`src/hdl/hcr_pkg.sv`:
```
// ----------------------------------------------------------------------------
// hcr_pkg
// Shared types and constants for the cubic Hermite resampler.
// ----------------------------------------------------------------------------
package hcr_pkg;

	localparam int SAMPLE_W = 16;
	localparam int RATE_W   = 20;
	localparam int FILL_W   = 3;
	localparam int CNT_W    = 7;
	localparam int PADDR_W  = 3;
	localparam int PDATA_W  = 32;

	// doubled Hermite coefficient widths (A as magnitude)
	localparam int CA_MAG_W = 19;
	localparam int CB_W     = 20;
	localparam int CC_W     = 17;

	localparam logic [FILL_W-1:0] FILL_FULL    = 3'd4;
	localparam logic [CNT_W-1:0]  MAX_RESULTS  = 7'd64;
	localparam logic [RATE_W-1:0] RATE_RESET   = 20'd65536;
	localparam int unsigned       SAT_HI_MAG   = 32767;
	localparam int unsigned       SAT_LO_MAG   = 32768;
	localparam logic signed [SAMPLE_W-1:0] SAT_HI = 16'sh7FFF;
	localparam logic signed [SAMPLE_W-1:0] SAT_LO = 16'sh8000;

	// register index
	localparam logic [PADDR_W-3:0] REG_RATE_STEP = 1'b0;

	// Horner passes
	localparam logic [1:0] PASS_V1 = 2'd0;
	localparam logic [1:0] PASS_V2 = 2'd1;
	localparam logic [1:0] PASS_V3 = 2'd2;

	typedef struct packed {
		logic signed [SAMPLE_W-1:0] sample_in;
		logic                       restart;
	} sample_t;

	typedef struct packed {
		logic signed [SAMPLE_W-1:0] sample_out;
		logic                       last_of_run;
	} result_t;

	typedef struct packed {
		logic       accept;
		logic       coef;
		logic       mul;
		logic       acc;
		logic       fin;
		logic       load_out;
		logic       last;
		logic [1:0] pass;
	} hcr_cmd_t;

	typedef struct packed {
		logic rate_one;
		logic fill_done;
		logic phase_lt_one;
		logic out_free;
	} hcr_status_t;

endpackage

```
`src/hdl/hermite_cubic_resampler_unit.sv`:
```
// ----------------------------------------------------------------------------
// hermite_cubic_resampler_unit
// Four-point cubic Hermite sample-rate converter with APB rate register.
// ----------------------------------------------------------------------------
// Usage:
//  - Input channel (sample_valid / sample_stall / sample_data) takes one
//    int16 sample per transfer; restart=1 empties the window and zeroes the
//    phase before the sample is taken.
//  - Output channel (result_valid / result_stall / result_data) gives zero
//    or more interpolated samples per input; last_of_run flags the final one.
//  - rate_step at byte address 0 (Q4.16, 0x10000 = pass-through). Write it
//    only while the block is idle.
//  - Steps: a filling sample is only taken; a pass-through sample adds a
//    result-register load. A resampled input adds a coefficient step, then
//    per result 3 multiply/add passes of the one shared multiplier, a final
//    scale/clamp step and a result-register load, up to 64 results per input.
//  - The last result sits in the output register while the next input is
//    taken. A stalled receiver holds the sequencer in its write or pass-through step.
//  - Reset clears window, fill count, phase and rate (back to 1.0); no
//    result is pending after reset.
// ----------------------------------------------------------------------------
module hermite_cubic_resampler_unit import hcr_pkg::*; #(
	parameter int FRAC_BITS = 16
) (
	input  logic               clk,
	input  logic               arst_n,
	// sample input
	input  logic               sample_valid,
	output logic               sample_stall,
	input  sample_t            sample_data,
	// result output
	output logic               result_valid,
	input  logic               result_stall,
	output result_t            result_data,
	// APB configuration
	input  logic               psel,
	input  logic               penable,
	input  logic               pwrite,
	input  logic [PADDR_W-1:0] paddr,
	input  logic [PDATA_W-1:0] pwdata,
	output logic [PDATA_W-1:0] prdata,
	output logic               pready
);

	logic [RATE_W-1:0] rate_q;
	logic              reg_hit;
	hcr_cmd_t          cmd;
	hcr_status_t       status;

	// register decode: word index sits above the byte offset
	assign reg_hit = (paddr[PADDR_W-1:2] == REG_RATE_STEP);
	assign pready  = 1'b1;
	assign prdata  = reg_hit ? {{(PDATA_W-RATE_W){1'b0}}, rate_q} : '0;

	// rate register, written on the APB access phase
	always_ff @(posedge clk or negedge arst_n) begin
		if (!arst_n) begin
			rate_q <= RATE_RESET;
		end else if (psel && penable && pwrite && pready && reg_hit) begin
			rate_q <= pwdata[RATE_W-1:0];
		end
	end

	// sequencer
	hcr_ctrl u_ctrl (
		.clk          (clk),
		.arst_n       (arst_n),
		.sample_valid (sample_valid),
		.sample_stall (sample_stall),
		.status       (status),
		.cmd          (cmd)
	);

	// window, phase, Horner arithmetic and result register
	hcr_datapath #(
		.FRAC_BITS (FRAC_BITS)
	) u_datapath (
		.clk          (clk),
		.arst_n       (arst_n),
		.cmd          (cmd),
		.sample       (sample_data),
		.rate         (rate_q),
		.status       (status),
		.result_valid (result_valid),
		.result_stall (result_stall),
		.result_data  (result_data)
	);

endmodule

```
`src/hdl/hcr_datapath.sv`:
```
// ----------------------------------------------------------------------------
// hcr_datapath
// Window, phase, coefficient registers, shared Horner multiplier and the
// result register.
// ----------------------------------------------------------------------------
module hcr_datapath import hcr_pkg::*; #(
	parameter int FRAC_BITS = 16
) (
	input  logic                clk,
	input  logic                arst_n,
	input  hcr_cmd_t            cmd,
	input  sample_t             sample,
	input  logic [RATE_W-1:0]   rate,
	output hcr_status_t         status,
	output logic                result_valid,
	input  logic                result_stall,
	output result_t             result_data
);

	localparam int PH_W   = ((FRAC_BITS > RATE_W) ? FRAC_BITS : RATE_W) + 2;
	localparam int MAG_W  = FRAC_BITS + 22;
	localparam int V_W    = FRAC_BITS + 23;
	localparam int PROD_W = MAG_W + FRAC_BITS;
	localparam int QW     = V_W - FRAC_BITS - 2;
	localparam logic [PH_W-1:0] ONE = PH_W'(1) << FRAC_BITS;

	logic signed [SAMPLE_W-1:0] win_q [4];
	logic [FILL_W-1:0]          fill_q;
	logic [PH_W-1:0]            phase_q;
	logic [CA_MAG_W-1:0]        ca_mag_q;
	logic                       ca_neg_q;
	logic signed [CB_W-1:0]     cb_q;
	logic signed [CC_W-1:0]     cc_q;
	logic [MAG_W-1:0]           mag_q;
	logic                       neg_q;
	logic signed [V_W-1:0]      acc_q;
	logic [PROD_W-1:0]          prod_q;
	logic signed [SAMPLE_W-1:0] y_q;
	result_t                    res_q;
	logic                       res_valid_q;

	// accept-time values
	logic [FILL_W-1:0] fill_eff;
	logic [PH_W-1:0]   phase_eff, phase_dec, rate_ext;
	logic              was_full;

	always_comb begin
		fill_eff  = sample.restart ? '0 : fill_q;
		phase_eff = sample.restart ? '0 : phase_q;
		phase_dec = (phase_eff >= ONE) ? phase_eff - ONE : '0;
		was_full  = (fill_eff == FILL_FULL);
		rate_ext  = {{(PH_W-RATE_W){1'b0}}, rate};
	end

	assign status.rate_one     = (rate_ext == ONE);
	assign status.fill_done    = (fill_eff == FILL_FULL) || (fill_eff == FILL_FULL - 3'd1);
	assign status.phase_lt_one = (phase_q < ONE);
	assign status.out_free     = !res_valid_q || !result_stall;

	always_ff @(posedge clk or negedge arst_n) begin
		if (!arst_n) begin
			for (int i = 0; i < 4; i++) win_q[i] <= '0;
			fill_q  <= '0;
			phase_q <= '0;
		end else if (cmd.accept) begin
			win_q[0] <= win_q[1];
			win_q[1] <= win_q[2];
			win_q[2] <= win_q[3];
			win_q[3] <= sample.sample_in;
			fill_q   <= was_full ? fill_eff : fill_eff + 3'd1;
			phase_q  <= (was_full && !status.rate_one) ? phase_dec : phase_eff;
		end else if (cmd.fin) begin
			phase_q <= phase_q + rate_ext;
		end
	end

	// coefficients, doubled: A = 3(x0-x1)-xm1+x2, B = 4x1+2xm1-5x0-x2, C = x1-xm1
	logic signed [21:0] xm1, x0, x1, x2, dx, ca, cb, cc, ca_abs;

	always_comb begin
		xm1    = 22'(win_q[0]);
		x0     = 22'(win_q[1]);
		x1     = 22'(win_q[2]);
		x2     = 22'(win_q[3]);
		dx     = x0 - x1;
		ca     = (dx <<< 1) + dx - xm1 + x2;
		cb     = (x1 <<< 2) + (xm1 <<< 1) - ((x0 <<< 2) + x0) - x2;
		cc     = x1 - xm1;
		ca_abs = ca[21] ? -ca : ca;
	end

	always_ff @(posedge clk) begin
		if (cmd.coef) begin
			ca_mag_q <= ca_abs[CA_MAG_W-1:0];
			ca_neg_q <= ca[21];
			cb_q     <= cb[CB_W-1:0];
			cc_q     <= cc[CC_W-1:0];
		end
	end

	// shared multiplier: magnitude times phase fraction
	logic [MAG_W-1:0] mul_a;

	assign mul_a = (cmd.pass == PASS_V1) ? {{(MAG_W-CA_MAG_W){1'b0}}, ca_mag_q} : mag_q;

	always_ff @(posedge clk) begin
		if (cmd.mul) prod_q <= mul_a * phase_q[FRAC_BITS-1:0];
	end

	// accumulate: sign restore, truncating shift, add next coefficient
	logic [MAG_W-1:0]      prod_sh;
	logic signed [V_W-1:0] term, tv, addend, v, v_abs;
	logic                  neg_sel;

	always_comb begin
		neg_sel = (cmd.pass == PASS_V1) ? ca_neg_q : neg_q;
		prod_sh = (cmd.pass == PASS_V1) ? prod_q[MAG_W-1:0] : prod_q[PROD_W-1:FRAC_BITS];
		term    = {1'b0, prod_sh};
		tv      = neg_sel ? -term : term;
		case (cmd.pass)
			PASS_V1: addend = {{(V_W-CB_W-FRAC_BITS){cb_q[CB_W-1]}}, cb_q, {FRAC_BITS{1'b0}}};
			PASS_V2: addend = {{(V_W-CC_W-FRAC_BITS){cc_q[CC_W-1]}}, cc_q, {FRAC_BITS{1'b0}}};
			default: addend = '0;
		endcase
		v     = tv + addend;
		v_abs = v[V_W-1] ? -v : v;
	end

	always_ff @(posedge clk) begin
		if (cmd.acc) begin
			acc_q <= v;
			neg_q <= v[V_W-1];
			mag_q <= v_abs[MAG_W-1:0];
		end
	end

	// final: add x0, divide by 2^(F+1) toward zero, clamp
	logic signed [V_W-1:0]      t, t_abs;
	logic [QW-1:0]              q, q_neg;
	logic signed [SAMPLE_W-1:0] y;

	always_comb begin
		t     = acc_q + {{(V_W-SAMPLE_W-FRAC_BITS-1){win_q[1][SAMPLE_W-1]}}, win_q[1],
			{(FRAC_BITS+1){1'b0}}};
		t_abs = t[V_W-1] ? -t : t;
		q     = t_abs[V_W-2:FRAC_BITS+1];
		q_neg = QW'(0) - q;
		if (!t[V_W-1]) begin
			y = (q > QW'(SAT_HI_MAG)) ? SAT_HI : q[SAMPLE_W-1:0];
		end else begin
			y = (q > QW'(SAT_LO_MAG)) ? SAT_LO : q_neg[SAMPLE_W-1:0];
		end
	end

	always_ff @(posedge clk) begin
		if (cmd.accept) y_q <= sample.sample_in;
		else if (cmd.fin) y_q <= y;
	end

	// result register
	always_ff @(posedge clk) begin
		if (cmd.load_out) begin
			res_q.sample_out  <= y_q;
			res_q.last_of_run <= cmd.last;
		end
	end

	always_ff @(posedge clk or negedge arst_n) begin
		if (!arst_n) begin
			res_valid_q <= 1'b0;
		end else if (cmd.load_out) begin
			res_valid_q <= 1'b1;
		end else if (!result_stall) begin
			res_valid_q <= 1'b0;
		end
	end

	assign result_valid = res_valid_q;
	assign result_data  = res_q;

endmodule

```
`src/hdl/hcr_ctrl.sv`:
```
// ----------------------------------------------------------------------------
// hcr_ctrl
// Sequencer: fill / pass-through decisions, Horner passes, result count.
// ----------------------------------------------------------------------------
module hcr_ctrl import hcr_pkg::*; (
	input  logic        clk,
	input  logic        arst_n,
	input  logic        sample_valid,
	output logic        sample_stall,
	input  hcr_status_t status,
	output hcr_cmd_t    cmd
);

	localparam logic [2:0] S_IDLE  = 3'd0;
	localparam logic [2:0] S_COEF  = 3'd1;
	localparam logic [2:0] S_MUL   = 3'd2;
	localparam logic [2:0] S_ACC   = 3'd3;
	localparam logic [2:0] S_FIN   = 3'd4;
	localparam logic [2:0] S_WRITE = 3'd5;
	localparam logic [2:0] S_PASS  = 3'd6;

	logic [2:0]       state_q, state_d;
	logic [1:0]       pass_q;
	logic [CNT_W-1:0] cnt_q;
	logic             more;

	assign more = status.phase_lt_one && (cnt_q < MAX_RESULTS);

	always_comb begin
		state_d      = state_q;
		cmd          = '0;
		cmd.pass     = pass_q;
		sample_stall = (state_q != S_IDLE);
		unique case (state_q)
			S_IDLE: begin
				cmd.accept = sample_valid;
				if (sample_valid) begin
					if (status.rate_one) state_d = S_PASS;
					else if (status.fill_done) state_d = S_COEF;
				end
			end
			S_COEF: begin
				cmd.coef = 1'b1;
				state_d  = status.phase_lt_one ? S_MUL : S_IDLE;
			end
			S_MUL: begin
				cmd.mul = 1'b1;
				state_d = S_ACC;
			end
			S_ACC: begin
				cmd.acc = 1'b1;
				state_d = (pass_q == PASS_V3) ? S_FIN : S_MUL;
			end
			S_FIN: begin
				cmd.fin = 1'b1;
				state_d = S_WRITE;
			end
			S_WRITE: begin
				cmd.last     = !more;
				cmd.load_out = status.out_free;
				if (status.out_free) state_d = more ? S_MUL : S_IDLE;
			end
			S_PASS: begin
				cmd.last     = 1'b1;
				cmd.load_out = status.out_free;
				if (status.out_free) state_d = S_IDLE;
			end
			default: state_d = S_IDLE;
		endcase
	end

	always_ff @(posedge clk or negedge arst_n) begin
		if (!arst_n) begin
			state_q <= S_IDLE;
			pass_q  <= PASS_V1;
			cnt_q   <= '0;
		end else begin
			state_q <= state_d;
			if (state_q == S_ACC) pass_q <= (pass_q == PASS_V3) ? PASS_V1 : pass_q + 2'd1;
			if (state_q == S_COEF) cnt_q <= '0;
			else if (state_q == S_FIN) cnt_q <= cnt_q + 7'd1;
		end
	end

	a_cnt_bound: assert property (@(posedge clk) disable iff (!arst_n)
		cnt_q <= MAX_RESULTS)
		else $error("result count past limit");

	a_mul_phase: assert property (@(posedge clk) disable iff (!arst_n)
		(state_q == S_MUL) |-> status.phase_lt_one)
		else $error("multiply with phase not below one");

	a_load_free: assert property (@(posedge clk) disable iff (!arst_n)
		cmd.load_out |-> status.out_free)
		else $error("result register overwritten");

	a_pass_range: assert property (@(posedge clk) disable iff (!arst_n)
		pass_q == PASS_V1 || pass_q == PASS_V2 || pass_q == PASS_V3)
		else $error("bad Horner pass");

endmodule
```
`config.mk`:
```
export PLATFORM = sky130hd
export DESIGN_NAME = hermite_cubic_resampler_unit
export DESIGN_NICKNAME = d
export VERILOG_FILES = /design/src/hdl/hcr_pkg.sv /design/src/hdl/hermite_cubic_resampler_unit.sv /design/src/hdl/hcr_datapath.sv /design/src/hdl/hcr_ctrl.sv
export SDC_FILE = /design/constraint.sdc
export NUM_CORES = 2
export LEC_CHECK = 0
export ABC_AREA = 1
export ABC_CLOCK_PERIOD_IN_PS = 10300
export BUFFER_PORTS_ARGS = -buffer_cell sky130_fd_sc_hd__buf_2
export CAP_MARGIN = 10
export CORE_AREA = 2 2 410 209
export DETAILED_ROUTE_END_ITERATION = 6
export DIE_AREA = 0 0 412 211
export PLACE_DENSITY_LB_ADDON = 0.25
export REMOVE_ABC_BUFFERS = 1
export SETUP_SLACK_MARGIN = 0.2
export SYNTH_ARGS = -nofsm -noshare
export SYNTH_HDL_FRONTEND = slang
export SYNTH_SLANG_ARGS = --single-unit
```
`constraint.sdc`:
```
create_clock -name clk -period 10.3 [get_ports clk]
set_clock_uncertainty 0.05 [all_clocks]
set_input_delay 3.09 -clock clk [delete_from_list [all_inputs] [get_ports clk]]
set_output_delay 3.09 -clock clk [all_outputs]
set_load 0.05 [all_outputs]
```
==> results.py <==
metrics = {
    "run": {
        "max-cap-violations": 0,
    },
    "final_layout": {
        "syn_to_final_growth_pct": 6.06,
        "nFillCells": 7664,
        "final_common_cell": "nand2_1",
        "final_area_um2": 48300,
        "final_cell_mix": "1347 x nand2_1, 1144 x inv_1, 561 x fa_1",
        "final_util_pct": 58.0,
        "drive_above_1_share_pct": 5.52,
        "fin_cells": 6951,
        "nNetsFinal": 6736,
    },
    "routing": {
        "wl_per_cell_um": 21.9,
        "num_vias": 39300,
        "viasPerCell": 5.65,
        "firstDrtPassIters": 7,
        "finalWirelength_mm": 152,
        "drt_iter0_drc": 5296,
        "drc": 0,
        "postRouteAntennaNets": 0,
    },
    "placement": {
        "dp.final_hpwl_mm": 125,
        "dp_cells": 6889,
        "numPortBuffers": 83,
        "globalplace.congestion": 1.01,
        "dpl_cell_area_um2": 47100,
    },
    "clock_tree": {
        "cts_tree": "done",
        "h-tree-depth": 1,
        "cts_buffers": 31,
        "root_buffer": "clkbuf_16",
        "cts_setup_buffers": 0,
        "cts_sinks": 342,
        "clock_path_buffers": 3,
        "insertion_delay_ps": 640,
        "post_cts_resized": 0,
        "path_clk_slew_ps": 70,
        "cts_hold_buf": 0,
    },
    "global_routing": {
        "grt_overflow": 0,
        "grt_pass1_wl_mm": 228,
        "grt_max_degree": 112,
        "antenna_found_initial": 7,
        "grt_pass1_vias": 36300,
        "track_usage_pct": 35.3,
    },
    "logic_synthesis": {
        "ys_seq_elements": 342,
        "synth_area_um2": 45500,
        "ys.flop_type": "edfxtp_1",
        "synth_area_leaders": "fa_1 25%, edfxtp_1 15%, nand2_1 11%",
        "synth_largest_area_cell": "fa_1",
        "synth-simple-area-share_pct": 20.7,
        "synth_fa_ha_area_share_pct": 33.2,
        "async_reset_ff_share_pct": 35.7,
        "yosys_warnings": 0,
        "avgSynthCellArea_um2": 7.87,
        "ys_seq_area_share_pct": 21.2,
        "synth.area.mux_share_pct": 0.333,
        "post_synth_xor_area_fraction_pct": 4.80,
        "postSynthCellCount": 5780,
        "synth_compound_area_share_pct": 8.35,
        "synth_top_family_by_area": "adder cells",
        "synth_cell_types": 67,
        "synth_edf_count": 220,
        "netlist.area_leader.share_pct": 24.7,
    },
    "sta": {
        "max_freq_ghz": 0.116,
        "finalCritPeriodShare_pct": 83.8,
        "report.final.slew_viol_count": 0,
        "final_hold_viol_count": 0,
        "tightest_slew_ps": 1210,
        "setup_violations": 0,
        "period_minus_slack_ps": 8630,
        "rsz0062_at_grt": "no",
        "tns_ps": 0,
        "slew_headroom_pct": 19.1,
    },
    "setup_path": {
        "critPathLaunchType": "flop",
        "cp_slowest_cell": "fa_1",
        "cp_slowest_stage_delay_ps": 580,
        "crit_fanout": 51,
        "crit_type": "flop to flop",
        "critPathRequiredTime_ps": 10630,
        "critPathCaptureType": "flop",
        "crit_arrival_ps": 8960,
        "worst_r2r_path_depth": 29,
    },
    "min_path": {
        "worstHoldPathType": "flop to flop",
        "worstHoldPathCells": 0,
    },
    "die": {
        "die_y_um": 211,
        "die-area_um2": 86900,
        "ios": 111,
        "start_util_pct": 54.7,
        "num_rows": 75,
        "coreArea_um2": 83100,
        "die_w_um": 412,
    },
    "outcome": {
        "outcome": "complete, no violations",
    },
}
sequential cells by signal, indices dropped and copies added (netlist names), 17 cells and up:
register                flops
u_datapath.cb_q            20
u_datapath.mag_q           37
u_datapath.win_q           64
u_datapath.acc_q           39
u_datapath.phase_q         22
u_datapath.cc_q            17
u_datapath.prod_q          54
u_datapath.ca_mag_q        19
u_datapath.result_data     17
rate_q                     20
area by class of cell:
type	count	area (um2)	area share, %
clock buffers	35	801	1.66
clock inverters	23	338	0.700
multi-input cells	4115	30800	63.7
repair buffers	144	892	1.85
flip-flops and latches	342	9670	20.0
diodes	4	10.0	0.0207
well taps	1116	1400	2.89
inverters	1172	4400	9.12
per-stage QoR:
step	setup slack [ps]	hold slack (ps)
5_1_grt	1300	380
2_1_floorplan	1690	350
6_report	1670	371
4_1_cts	1960	372
3_3_place_gp	2060	353
3_5_place_dp	1990	355
cell usage after synthesis, types with 6 or more instances:
cell type	count
inv_1	1145
o211ai_1	15
xor2_1	161
clkinv_1	14
nor3_1	41
a21o_1	6
a31oi_1	31
buf_2	7
inv_2	13
mux2i_1	14
nor2_1	532
edfxtp_1	220
buf_4	17
a21boi_0	6
nor2_2	15
clkbuf_1	118
nor4_1	16
a22o_1	16
fa_1	561
a22oi_1	8
or2_2	39
o21ai_1	31
a21oi_1	273
buf_1	10
ha_1	310
nand2_2	19
nand3_1	191
nand4_1	58
o21ai_2	7
o21bai_1	18
buf_6	10
xnor2_1	81
o21ai_0	218
dfrtp_1	121
o21a_1	11
nand2_1	1347
o31ai_1	11
cells by family (layout without fill, tap and decap cells):
group	Yosys count	after routing
buffers and inverters	1334	1374
other	2	17
AOI/OAI and AO/OA	677	677
DFF	342	342
xor gates and xnor gates	246	246
and+or+nand+nor	2293	2293
adders and majority gates	871	871
muxes	15	15
worst max-delay path, delay by kind of cell (launching register included):
| kind | cells | cell delay [ps] |
|---|---|---|
| adders and majority gates | 7 | 3530 |
| AOI/OAI and AO/OA | 7 | 1790 |
| buffers and inverters | 8 | 1450 |
| and+or+nand+nor | 6 | 960 |
| DFF | 1 | 450 |
| xor gates and xnor gates | 1 | 80 |
layer usage:
metal,global-route usage [%],part of all wire (%),vias to the layer above
li1,-,-,18000
met1,58.4,47,18700
met2,38.8,32,2471
met3,19.4,20,134
met4,2.94,0.91,4
met5,0,0.013,-
final timing paths:
check | from | slack (ps) | endpoint
hold / removal | u_datapath.y_q[3] | 370 | u_datapath.result_data[4]
min in group asynchronous | arst_n | 2300 | u_datapath.win_q[48]
setup reg to reg | u_ctrl.pass_q[1] | 1670 | u_datapath.prod_q[53]
max in group asynchronous | arst_n | 6250 | rate_q[5]
setup / recovery | u_ctrl.pass_q[1] | 1670 | u_datapath.prod_q[53]
hold reg to reg | u_datapath.y_q[3] | 370 | u_datapath.result_data[4]
Power is not shown: default switching activity piles up to over one toggle a cycle in this logic, so the estimate is an artifact.
